===== config.mk =====
export PLATFORM = sky130hd
export DESIGN_NAME = synced_pulse_shape_generator
export DESIGN_NICKNAME = d
export VERILOG_FILES = /design/src/rtl/spsg_pkg.sv /design/src/rtl/spsg_mul.sv /design/src/rtl/spsg_core.sv /design/src/rtl/synced_pulse_shape_generator.sv
export SDC_FILE = /design/constraint.sdc
export NUM_CORES = 2
export LEC_CHECK = 0
export BUFFER_PORTS_ARGS = -buffer_cell sky130_fd_sc_hd__buf_2
export CORE_MARGIN = 3
export CORE_UTILIZATION = 66
export CTS_CLUSTER_SIZE = 28
export DETAILED_ROUTE_END_ITERATION = 6
export MAX_ROUTING_LAYER = met4
export PLACE_DENSITY = 0.83
export SLEW_MARGIN = 25
export SYNTH_ARGS = -nofsm -noshare
export SYNTH_HDL_FRONTEND = slang
export SYNTH_SLANG_ARGS = --single-unit

===== constraint.sdc =====
create_clock -name clk_i -period 14.9 [get_ports clk_i]
set_input_delay 0 -clock clk_i [delete_from_list [all_inputs] [get_ports clk_i]]
set_output_delay 0 -clock clk_i [all_outputs]
set_load 0.1 [all_outputs]

===== src/rtl/spsg_pkg.sv =====
package spsg_pkg;

  // configuration field widths
  localparam int WAVE_W     = 3;
  localparam int LEVEL_W    = 15;
  localparam int CFG_W      = 24;
  localparam int CFG_IDX_W  = 3;
  localparam int SAMPLE_W   = 16;
  localparam int SYNC_W     = 16;

  // shared multiplier operand and product widths (holds a time word of up to 32 integer bits)
  localparam int MA_W = 34;
  localparam int MB_W = 25;
  localparam int MP_W = MA_W + MB_W;

  // working sample value, signed Q.31
  localparam int VAL_W = 34;

  // register indexes
  localparam logic [CFG_IDX_W-1:0] REG_WAVE_TYPE       = 3'd0;
  localparam logic [CFG_IDX_W-1:0] REG_LEVEL           = 3'd1;
  localparam logic [CFG_IDX_W-1:0] REG_PULSE_WIDTH     = 3'd2;
  localparam logic [CFG_IDX_W-1:0] REG_PULSE_WIDTH_INV = 3'd3;
  localparam logic [CFG_IDX_W-1:0] REG_FADE_INV        = 3'd4;

  // wave type codes
  localparam logic [WAVE_W-1:0] WAVE_RECT  = 3'd0;
  localparam logic [WAVE_W-1:0] WAVE_RAMP  = 3'd1;
  localparam logic [WAVE_W-1:0] WAVE_CYCLE = 3'd2;
  localparam logic [WAVE_W-1:0] WAVE_SINE  = 3'd3;
  localparam logic [WAVE_W-1:0] WAVE_SAW   = 3'd4;

  // reset values of the registers
  localparam logic [WAVE_W-1:0]  RST_WAVE_TYPE       = WAVE_RECT;
  localparam logic [LEVEL_W-1:0] RST_LEVEL           = 15'd4096;
  localparam logic [CFG_W-1:0]   RST_PULSE_WIDTH     = 24'd25600;
  localparam logic [CFG_W-1:0]   RST_PULSE_WIDTH_INV = 24'd167772;
  localparam logic [CFG_W-1:0]   RST_FADE_INV        = 24'd16384;

  typedef struct packed {
    logic [WAVE_W-1:0]  wave_type;
    logic [LEVEL_W-1:0] level;
    logic [CFG_W-1:0]   pulse_width;
    logic [CFG_W-1:0]   pulse_width_inv;
    logic [CFG_W-1:0]   fade_inv;
  } cfg_t;

  typedef struct packed {
    logic                       valid;
    logic signed [SAMPLE_W-1:0] sample;
  } res_t;

  typedef enum logic [4:0] {
    ST_IDLE,
    ST_POS_HI,
    ST_POS_LO,
    ST_POS_SUM,
    ST_RECT_A,
    ST_RECT_B,
    ST_RAMP_A,
    ST_RAMP_B,
    ST_CYC_SEL,
    ST_SM_X2,
    ST_SM_X3,
    ST_SM_Q,
    ST_SM_R,
    ST_SM_L,
    ST_SAW_A,
    ST_SAW_B,
    ST_FADE_B,
    ST_FADE_C,
    ST_FADE_D,
    ST_FIN
  } core_state_e;

  // how the smoothstep result becomes the shape value
  typedef enum logic [1:0] {
    FORM_PLAIN,
    FORM_DOUBLE,
    FORM_MINUS
  } shape_form_e;

endpackage


===== src/rtl/spsg_mul.sv =====
module spsg_mul (
  input  logic                              clk_i,
  input  logic signed [spsg_pkg::MA_W-1:0]  a_i,
  input  logic signed [spsg_pkg::MB_W-1:0]  b_i,
  output logic signed [spsg_pkg::MP_W-1:0]  p_o
);

  logic signed [spsg_pkg::MP_W-1:0] p_q;
  logic signed [spsg_pkg::MP_W-1:0] p_d;

  // signed product, registered
  assign p_d = spsg_pkg::MP_W'(a_i) * spsg_pkg::MP_W'(b_i);

  always_ff @(posedge clk_i) begin
    p_q <= p_d;
  end

  assign p_o = p_q;

endmodule


===== src/rtl/spsg_core.sv =====
module spsg_core #(
  parameter int unsigned TIME_INT_BITS = 24
) (
  input  logic                             clk_i,
  input  logic                             rst_ni,
  input  spsg_pkg::cfg_t                   cfg_i,
  input  logic                             start_i,
  input  logic                             kind_i,
  input  logic [spsg_pkg::SYNC_W-1:0]      sync_age_i,
  output logic                             ready_o,
  input  logic                             out_free_i,
  output spsg_pkg::res_t                   res_o
);

  localparam int TW = TIME_INT_BITS + 16;
  localparam int AW = TIME_INT_BITS + 24;
  localparam int PW = TIME_INT_BITS + 17;
  localparam int DW = TW + 1;
  localparam int VW = spsg_pkg::VAL_W;
  localparam int MW = spsg_pkg::MP_W;

  localparam logic [TW-1:0]        IDLE_T    = '1;
  localparam logic [TW-1:0]        STEP_T    = TW'(65536);
  localparam logic [TW-1:0]        SAT_T     = IDLE_T - STEP_T;
  localparam logic signed [DW-1:0] DIF_ONE   = DW'(65536);
  localparam logic signed [MW-1:0] FADE_RND  = MW'(65535);
  localparam logic signed [VW:0]   ROUND_H   = (VW + 1)'(32768);
  localparam logic signed [18:0]   SAT_HI    = 19'sd32767;
  localparam logic signed [18:0]   SAT_LO    = -19'sd32768;

  // control state
  spsg_pkg::core_state_e state_q, state_d;
  logic [TW-1:0]         et_q, et_d;
  logic                  idle_q, idle_d;

  // working registers
  logic [AW-1:0]          a_q, a_d;
  logic [PW-1:0]          pos_q, pos_d;
  logic signed [DW-1:0]   dif_q, dif_d;
  logic signed [VW-1:0]   val_q, val_d;
  logic signed [VW-1:0]   w_q, w_d;
  logic [16:0]            x_q, x_d;
  logic [16:0]            x2_q, x2_d;
  logic [16:0]            amp_q, amp_d;
  spsg_pkg::shape_form_e  form_q, form_d;

  // shared multiplier
  logic signed [spsg_pkg::MA_W-1:0] mul_a;
  logic signed [spsg_pkg::MB_W-1:0] mul_b;
  logic signed [MW-1:0]             p_q;

  spsg_mul u_mul (
    .clk_i (clk_i),
    .a_i   (mul_a),
    .b_i   (mul_b),
    .p_o   (p_q)
  );

  // helper terms
  logic signed [VW-1:0]            big_l;
  logic signed [spsg_pkg::MB_W-1:0] lv_b;
  logic                            t_small;
  logic                            pos_lt2;
  logic                            pos_lt_half;
  logic                            dif_le1;
  logic [40:0]                     b_sum;
  logic [16:0]                     p16;
  logic [16:0]                     pm;
  logic [32:0]                     m_rect;
  logic signed [VW-1:0]            val0;
  logic [17:0]                     sm;
  logic signed [19:0]              sm_ext;
  logic signed [19:0]              shape_v;
  logic signed [17:0]              saw_v;
  logic [20:0]                     q_poly;
  logic signed [MW-1:0]            fade_adj;
  logic signed [VW:0]              rnd_sum;
  logic signed [18:0]              s_rnd;
  logic signed [spsg_pkg::SAMPLE_W-1:0] s_sat;

  assign big_l       = $signed(VW'({cfg_i.level, 16'b0}));
  assign lv_b        = $signed(spsg_pkg::MB_W'(cfg_i.level));
  assign t_small     = (et_q[TW-1:16] == '0);
  assign pos_lt2     = (pos_q[PW-1:17] == '0);
  assign pos_lt_half = (pos_q[PW-1:15] == '0);
  assign dif_le1     = (dif_q <= DIF_ONE);
  assign b_sum       = 41'({a_q[7:0], 16'b0}) + 41'(p_q[39:0]);
  assign p16         = pos_q[16:0];
  assign pm          = p16 - 17'd32768;

  // rectangle: level ramp inside the first sample, then the edge product operand
  assign val0   = t_small ? (-big_l + $signed(VW'({p_q[30:0], 1'b0}))) : big_l;
  assign m_rect = t_small ? {1'b0, p_q[30:0], 1'b0} : {1'b0, big_l[30:0], 1'b0};

  // smoothstep terms
  assign q_poly  = 21'({x2_q, 2'b0}) + 21'({x2_q, 1'b0}) + 21'd655360
                 - 21'({x_q, 4'b0}) + 21'(x_q);
  assign sm      = p_q[33:16];
  assign sm_ext  = $signed(20'(sm));
  assign saw_v   = $signed({1'b0, p16}) - 18'sd65536;

  always_comb begin
    case (form_q)
      spsg_pkg::FORM_DOUBLE: shape_v = (sm_ext <<< 1) - 20'sd65536;
      spsg_pkg::FORM_MINUS:  shape_v = sm_ext - 20'sd65536;
      default:               shape_v = sm_ext;
    endcase
  end

  // signed divide by 2^16 toward zero
  assign fade_adj = p_q + (p_q[MW-1] ? FADE_RND : '0);

  // round to nearest, ties up, and saturate to Q1.15
  assign rnd_sum = (VW + 1)'(val_q) + ROUND_H;
  assign s_rnd   = rnd_sum[VW:16];

  always_comb begin
    if (s_rnd > SAT_HI) begin
      s_sat = 16'sh7FFF;
    end else if (s_rnd < SAT_LO) begin
      s_sat = 16'sh8000;
    end else begin
      s_sat = s_rnd[15:0];
    end
  end

  // sequencer
  always_comb begin
    state_d = state_q;
    et_d    = et_q;
    idle_d  = idle_q;
    a_d     = a_q;
    pos_d   = pos_q;
    dif_d   = dif_q;
    val_d   = val_q;
    w_d     = w_q;
    x_d     = x_q;
    x2_d    = x2_q;
    amp_d   = amp_q;
    form_d  = form_q;
    mul_a   = '0;
    mul_b   = '0;
    ready_o = 1'b0;
    res_o   = '0;

    case (state_q)
      spsg_pkg::ST_IDLE: begin
        ready_o = 1'b1;
        if (start_i) begin
          if (kind_i) begin
            et_d = TW'(sync_age_i);
          end
          idle_d  = 1'b0;
          state_d = spsg_pkg::ST_POS_HI;
        end
      end

      // pos = t * inv_width, integer part of t first
      spsg_pkg::ST_POS_HI: begin
        mul_a   = spsg_pkg::MA_W'(et_q[TW-1:16]);
        mul_b   = spsg_pkg::MB_W'(cfg_i.pulse_width_inv);
        dif_d   = $signed({1'b0, et_q}) - $signed(DW'({cfg_i.pulse_width, 8'b0}));
        state_d = spsg_pkg::ST_POS_LO;
      end

      spsg_pkg::ST_POS_LO: begin
        a_d     = p_q[AW-1:0];
        mul_a   = spsg_pkg::MA_W'(et_q[15:0]);
        mul_b   = spsg_pkg::MB_W'(cfg_i.pulse_width_inv);
        state_d = spsg_pkg::ST_POS_SUM;
      end

      spsg_pkg::ST_POS_SUM: begin
        pos_d = PW'(a_q[AW-1:8]) + PW'(b_sum[40:24]);
        mul_a = spsg_pkg::MA_W'(et_q[15:0]);
        mul_b = lv_b;
        case (cfg_i.wave_type)
          spsg_pkg::WAVE_RECT:  state_d = spsg_pkg::ST_RECT_A;
          spsg_pkg::WAVE_RAMP:  state_d = spsg_pkg::ST_RAMP_A;
          spsg_pkg::WAVE_CYCLE: state_d = spsg_pkg::ST_CYC_SEL;
          spsg_pkg::WAVE_SINE:  state_d = spsg_pkg::ST_CYC_SEL;
          spsg_pkg::WAVE_SAW:   state_d = spsg_pkg::ST_SAW_A;
          default: begin
            val_d   = '0;
            state_d = spsg_pkg::ST_FIN;
          end
        endcase
      end

      // rectangle with interpolated falling edge
      spsg_pkg::ST_RECT_A: begin
        val_d   = val0;
        mul_a   = spsg_pkg::MA_W'(m_rect);
        mul_b   = spsg_pkg::MB_W'(dif_q[16:0]);
        state_d = spsg_pkg::ST_RECT_B;
      end

      spsg_pkg::ST_RECT_B: begin
        if (!dif_q[DW-1]) begin
          if (dif_le1) begin
            val_d  = val_q - $signed(p_q[16 +: VW]);
            idle_d = 1'b1;
          end else begin
            val_d = -big_l;
          end
        end
        state_d = spsg_pkg::ST_FIN;
      end

      // two-width ramp
      spsg_pkg::ST_RAMP_A: begin
        mul_a   = spsg_pkg::MA_W'(p16);
        mul_b   = lv_b;
        state_d = spsg_pkg::ST_RAMP_B;
      end

      spsg_pkg::ST_RAMP_B: begin
        if (pos_lt2) begin
          val_d = -big_l + $signed(p_q[VW-1:0]);
        end else if (dif_le1) begin
          val_d  = big_l;
          idle_d = 1'b1;
        end else begin
          val_d = -big_l;
        end
        state_d = spsg_pkg::ST_FIN;
      end

      // pick the smoothstep argument and form
      spsg_pkg::ST_CYC_SEL: begin
        state_d = spsg_pkg::ST_SM_X2;
        if (pos_lt_half) begin
          x_d    = {1'b0, p16[14:0], 1'b0};
          form_d = spsg_pkg::FORM_PLAIN;
        end else if (cfg_i.wave_type == spsg_pkg::WAVE_CYCLE) begin
          if (!pos_lt2) begin
            val_d   = '0;
            idle_d  = 1'b1;
            state_d = spsg_pkg::ST_FIN;
          end else if (p16 < 17'd98304) begin
            x_d    = 17'd98304 - p16;
            form_d = spsg_pkg::FORM_DOUBLE;
          end else begin
            x_d    = {p16[15:0], 1'b0} - 17'd65536;
            form_d = spsg_pkg::FORM_MINUS;
          end
        end else begin
          x_d    = pm[16] ? {1'b0, pm[15:0]} : (17'd65536 - pm);
          form_d = spsg_pkg::FORM_DOUBLE;
        end
      end

      // smoothstep: x^2, x^3, x^3 * q, then times level
      spsg_pkg::ST_SM_X2: begin
        mul_a   = spsg_pkg::MA_W'(x_q);
        mul_b   = spsg_pkg::MB_W'(x_q);
        state_d = spsg_pkg::ST_SM_X3;
      end

      spsg_pkg::ST_SM_X3: begin
        x2_d    = p_q[32:16];
        mul_a   = spsg_pkg::MA_W'(p_q[32:16]);
        mul_b   = spsg_pkg::MB_W'(x_q);
        state_d = spsg_pkg::ST_SM_Q;
      end

      spsg_pkg::ST_SM_Q: begin
        mul_a   = spsg_pkg::MA_W'(p_q[32:16]);
        mul_b   = spsg_pkg::MB_W'(q_poly);
        state_d = spsg_pkg::ST_SM_R;
      end

      spsg_pkg::ST_SM_R: begin
        mul_a   = spsg_pkg::MA_W'(shape_v);
        mul_b   = lv_b;
        state_d = spsg_pkg::ST_SM_L;
      end

      // sawtooth before the fade
      spsg_pkg::ST_SAW_A: begin
        mul_a   = spsg_pkg::MA_W'(saw_v);
        mul_b   = lv_b;
        state_d = spsg_pkg::ST_SAW_B;
      end

      // shaped value ready: finish the single cycle, else start the fade
      spsg_pkg::ST_SM_L, spsg_pkg::ST_SAW_B: begin
        if (state_q == spsg_pkg::ST_SM_L && cfg_i.wave_type == spsg_pkg::WAVE_CYCLE) begin
          val_d   = $signed(p_q[VW-1:0]);
          state_d = spsg_pkg::ST_FIN;
        end else begin
          w_d     = $signed(p_q[VW-1:0]);
          mul_a   = spsg_pkg::MA_W'(pos_q[31:0]);
          mul_b   = spsg_pkg::MB_W'(cfg_i.fade_inv);
          state_d = spsg_pkg::ST_FADE_B;
        end
      end

      // fade amplitude 1 - min(1, pos * fade_inv)
      spsg_pkg::ST_FADE_B: begin
        if (cfg_i.fade_inv == '0) begin
          amp_d = 17'd65536;
        end else if ((pos_q[PW-1:32] != '0) || (p_q[55:32] != '0)) begin
          amp_d = '0;
        end else begin
          amp_d = 17'd65536 - {1'b0, p_q[31:16]};
        end
        state_d = spsg_pkg::ST_FADE_C;
      end

      spsg_pkg::ST_FADE_C: begin
        mul_a   = spsg_pkg::MA_W'(w_q);
        mul_b   = spsg_pkg::MB_W'(amp_q);
        state_d = spsg_pkg::ST_FADE_D;
      end

      spsg_pkg::ST_FADE_D: begin
        val_d   = $signed(fade_adj[16 +: VW]);
        state_d = spsg_pkg::ST_FIN;
      end

      // hand over the sample and advance time
      spsg_pkg::ST_FIN: begin
        if (out_free_i) begin
          res_o.valid  = 1'b1;
          res_o.sample = s_sat;
          if (idle_q || et_q >= SAT_T) begin
            et_d = IDLE_T;
          end else begin
            et_d = et_q + STEP_T;
          end
          state_d = spsg_pkg::ST_IDLE;
        end
      end

      default: begin
        state_d = spsg_pkg::ST_IDLE;
      end
    endcase
  end

  // control registers
  always_ff @(posedge clk_i or negedge rst_ni) begin
    if (!rst_ni) begin
      state_q <= spsg_pkg::ST_IDLE;
      et_q    <= IDLE_T;
      idle_q  <= 1'b0;
    end else begin
      state_q <= state_d;
      et_q    <= et_d;
      idle_q  <= idle_d;
    end
  end

  // datapath registers
  always_ff @(posedge clk_i) begin
    a_q    <= a_d;
    pos_q  <= pos_d;
    dif_q  <= dif_d;
    val_q  <= val_d;
    w_q    <= w_d;
    x_q    <= x_d;
    x2_q   <= x2_d;
    amp_q  <= amp_d;
    form_q <= form_d;
  end

endmodule


===== src/rtl/synced_pulse_shape_generator.sv =====
// Synced pulse shape generator.
// Input channel (in_valid_i / in_ready_o): one transfer per audio sample tick.
// kind_i = 1 restarts the elapsed time at sync_age_i (Q0.16 of a sample)
// before the sample is made; kind_i = 0 is a plain tick.
// Output channel (out_valid_o / out_ready_i): one Q1.15 sample per tick.
// Configuration: cfg_we_i writes cfg_data_i into register cfg_idx_i
// (0 wave type, 1 level, 2 pulse width, 3 pulse width reciprocal,
// 4 fade reciprocal); other indexes are ignored. Write only while idle.
// Timing: one item at a time through a single shared multiplier, one
// product per cycle. Each item runs its own sequence of steps by wave
// type (rect, ramp, single cycle, which ends early once past its end,
// faded multi-cycle, saw, unused type), and the next item is taken only
// once the last sample has been handed over. The sample is valid the
// cycle after its handover.
// The output register lets the next item start while a sample waits; a
// finished item holds until the output register frees up.
// Reset: registers return to defaults and elapsed time goes idle
// (all ones), so shapes read as idle until the first sync.
module synced_pulse_shape_generator #(
  parameter int unsigned TIME_INT_BITS = 24
) (
  input  logic                                  clk_i,
  input  logic                                  rst_ni,
  input  logic                                  cfg_we_i,
  input  logic [spsg_pkg::CFG_IDX_W-1:0]        cfg_idx_i,
  input  logic [spsg_pkg::CFG_W-1:0]            cfg_data_i,
  input  logic                                  in_valid_i,
  output logic                                  in_ready_o,
  input  logic                                  kind_i,
  input  logic [spsg_pkg::SYNC_W-1:0]           sync_age_i,
  output logic                                  out_valid_o,
  input  logic                                  out_ready_i,
  output logic signed [spsg_pkg::SAMPLE_W-1:0]  sample_out_o
);

  spsg_pkg::cfg_t cfg_q, cfg_d;
  spsg_pkg::res_t res;
  logic           core_ready;
  logic           out_free;
  logic           out_valid_q, out_valid_d;
  logic signed [spsg_pkg::SAMPLE_W-1:0] sample_q, sample_d;

  // register writes
  always_comb begin
    cfg_d = cfg_q;
    if (cfg_we_i) begin
      case (cfg_idx_i)
        spsg_pkg::REG_WAVE_TYPE:       cfg_d.wave_type       = cfg_data_i[spsg_pkg::WAVE_W-1:0];
        spsg_pkg::REG_LEVEL:           cfg_d.level           = cfg_data_i[spsg_pkg::LEVEL_W-1:0];
        spsg_pkg::REG_PULSE_WIDTH:     cfg_d.pulse_width     = cfg_data_i;
        spsg_pkg::REG_PULSE_WIDTH_INV: cfg_d.pulse_width_inv = cfg_data_i;
        spsg_pkg::REG_FADE_INV:        cfg_d.fade_inv        = cfg_data_i;
        default: ;
      endcase
    end
  end

  always_ff @(posedge clk_i or negedge rst_ni) begin
    if (!rst_ni) begin
      cfg_q.wave_type       <= spsg_pkg::RST_WAVE_TYPE;
      cfg_q.level           <= spsg_pkg::RST_LEVEL;
      cfg_q.pulse_width     <= spsg_pkg::RST_PULSE_WIDTH;
      cfg_q.pulse_width_inv <= spsg_pkg::RST_PULSE_WIDTH_INV;
      cfg_q.fade_inv        <= spsg_pkg::RST_FADE_INV;
    end else begin
      cfg_q <= cfg_d;
    end
  end

  spsg_core #(
    .TIME_INT_BITS (TIME_INT_BITS)
  ) u_core (
    .clk_i      (clk_i),
    .rst_ni     (rst_ni),
    .cfg_i      (cfg_q),
    .start_i    (in_valid_i & core_ready),
    .kind_i     (kind_i),
    .sync_age_i (sync_age_i),
    .ready_o    (core_ready),
    .out_free_i (out_free),
    .res_o      (res)
  );

  // output register
  assign out_free    = !out_valid_q || out_ready_i;
  assign out_valid_d = res.valid || (out_valid_q && !out_ready_i);
  assign sample_d    = res.valid ? res.sample : sample_q;

  always_ff @(posedge clk_i or negedge rst_ni) begin
    if (!rst_ni) begin
      out_valid_q <= 1'b0;
    end else begin
      out_valid_q <= out_valid_d;
    end
  end

  always_ff @(posedge clk_i) begin
    sample_q <= sample_d;
  end

  assign in_ready_o   = core_ready;
  assign out_valid_o  = out_valid_q;
  assign sample_out_o = sample_q;

endmodule

==> metrics.txt <==
Tot GR Track Use=0.440; post_cts resized=0; leading area contributor after synthesis=fa_1; Setup Fix Bufs, Post-CTS=0; max_slew headroom=0.194; Reg-to-Reg Start=u_core.x2_q[1]; Fillers=~6,600; Core Region=0.0870 mm^2; Worst Setup Path Type=reg -> reg; Die Height=303 um; Max-Cap Viols=0; RSZ-0062 raised after global routing=false; Commonest cells post-synth=1,047 x inv_1, 959 x nand2_1, 851 x fa_1, 347 x ha_1, 328 x nor2_1; slowest cell delay on critical path=0.86 ns; CP dominant cell by count=fa_1; startpoint types=flop; final worst slack=2.64 ns; Distinct cells, synth=106; die area=0.0916 mm^2; status=finished, violations left; final hold vios=0; Post-Synthesis Cells=6,273; Final min period=12.26 ns; number of CTS-inserted buffers=47; Residual DRC=1; htree depth=2; area of the multi-input gates=0.0406 mm^2; final WL=193,000 um; post-synthesis sequential area ratio=0.218; number of port buffers=66; Root Buffer=clkbuf_16; layout cell share with drive strength beyond 1=0.0755; Place WS=2.81 ns; vias in the first global route=50,218; FP Rows=around 110; CP endpoint=u_core.u_mul.p_o[58]; Fmax=81.5 MHz; first-pass GRT wire length=slightly below 300,000 um; TNS Setup=0 ns; Final setup viols=0; Detail Route Antenna Nets=0; Syn Area/Cell=9.26 um^2; drt pass-1 iters=7; Clock Skews=0.0419 ns; Async S/R FF share, synth=0.297; top post-synthesis cells by area=fa_1 29%, edfxtp_1 14%, ha_1 7.5%, inv_1 6.8%, nand2_1 6.2%; CP max stage cell=a31o_2; clock slew at reported path FFs=0.07 ns; R2R cell count=42; CTS tree=yes; Die X-Extent=303 um; count leader, synth=inv_1; GPL Wtd Cong=1.02; post-synthesis instance area=between 0.05 and 0.06 mm^2; DR vias=48,924; hold_buf cts=50; Hold WC Path Type=in -> async; pin count of the biggest net entering global routing=80; Setup crit end kind=flop; grt ovf=0; Initial Util=0.667; Area growth, synth to finish=6.76%; Main synth FF type=edfxtp_1; Final nets=7,543; clock tree buffer depth=3; Final Slew Violations=0; worst-path fanout max=34; I/O pin count=67; Post-DP HPWL=about 140,000 um; Detailed Route Iter0 Violations=6,066; EDFF count, synth=approximately 270; setup slack, reg-to-reg=~2.6 ns; Worst-Skew Late Latency=0.64 ns; top cell type's share of synthesized area=0.293; post-synthesis register bit count=461; initial antenna violation count=9; Slew @ Worst Pin=1.21 ns; Data required, critical path=around 15 ns; Reg area=0.0127 mm^2; CTS sink count=461; Synth Warn #=0; fin crit share=0.823; WP data arrival=12.74 ns; Critical Path Source=u_core.x2_q[1]; reg2reg end=u_core.u_mul.p_o[58]; Min Hold Slack=0.141 ns; mean routed wirelength per cell=around 26 um; DR vias/cell=about 6.5; violated checks=design-rule violations
[state kept, by name (all words and copies together) (netlist names)]
signal            cells
cfg_q                90
u_core.u_mul.p_o     57
u_core.a_q           48
u_core.dif_q         41
u_core.pos_q         41
u_core.et_q          40
u_core.val_q         34
u_core.w_q           34
u_core.amp_q         17
u_core.x2_q          17
u_core.x_q           17
sample_out_o         16
u_core.state_q        5
u_core.form_q         2
out_valid_o           1
u_core.idle_q         1
[layer usage]
layer,track usage,wire (um),part of all wire,vias up
li1,-,-,-,20522
met1,0.544,67900,0.35,23959
met2,0.658,86300,0.45,3495
met3,0.109,24400,0.13,948
met4,0.262,14200,0.074,0
met5,-,0,0,-
[worst max-delay path, delay by kind of cell, from the launching register on]
family / cells / cell delay, ns
compound gates: 16 / 4.35
buf+inv: 6 / 0.49
xor+xnor: 2 / 0.28
fa+ha+maj: 12 / 5.29
flops: 1 / 0.44
simple gates: 6 / 1.21
[logic make-up (layout without fill, tap and decap cells)]
logic type,Yosys count,count (layout),synth area share
AO/OA/AOI/OAI,980,980,0.115
adder cells (fa/ha/maj),1198,1198,0.368
AND/OR/NAND/NOR,1928,1928,0.151
XOR/XNOR,293,293,0.0442
multiplexers,81,81,0.0154
flip-flops,461,461,0.218
other,2,29,0.000129
buffers and inverters,1330,1373,0.0885
[worst min-delay path by stage]
stage	from	to	slack, ns	cells past startpoint
4_1_cts	rst_ni	u_core.et_q[12]	0.14	2
5_1_grt	rst_ni	u_core.et_q[12]	0.21	2
3_5_place_dp	rst_ni	cfg_q[52]	0.007	1
6_report	rst_ni	u_core.et_q[12]	0.14	2
2_1_floorplan	rst_ni	cfg_q[0]	-0.30	0
3_3_place_gp	rst_ni	cfg_q[52]	0.006	1
[cell type report]
type                    count  share of cell area
well taps                1155              0.0233
diodes                      8            0.000323
clock inverters            22             0.00559
multi-input cells        4501               0.654
flip-flops and latches    461               0.204
repair buffers            231              0.0274
clock buffers              66              0.0215
inverters                1054              0.0638
[placed cells by master, fill, tap and decap left out, drive strengths merged, types with 51 or more instances in the layout]
cell and instances:
nand3 114, dfxtp 57, buf 181, nor3 87, xor2 87, dfrtp 82, nand2 962, mux2 69
fa 851, and2 114, nor2 329, a21o 83, nor2b 62, ha 347, nand4 51, a22oi 54
inv 1048, dfstp 55, xnor2 206, o21ai 206, clkbuf 67, nor4 60, edfxtp 267, a21oi 246
[metrics by stage]
step,utilization,cell area [um^2],std cells
finish,0.713,62000,7498
global route,0.712,62000,7494
CTS,0.712,62000,7489
detailed placement,0.687,59800,7351
global placement,0.687,59800,7351
floorplan,-,58200,6292
Power is left out: the tool's default activity adds up to more than one toggle a clock period on the data nets, which glitch-free logic cannot reach.
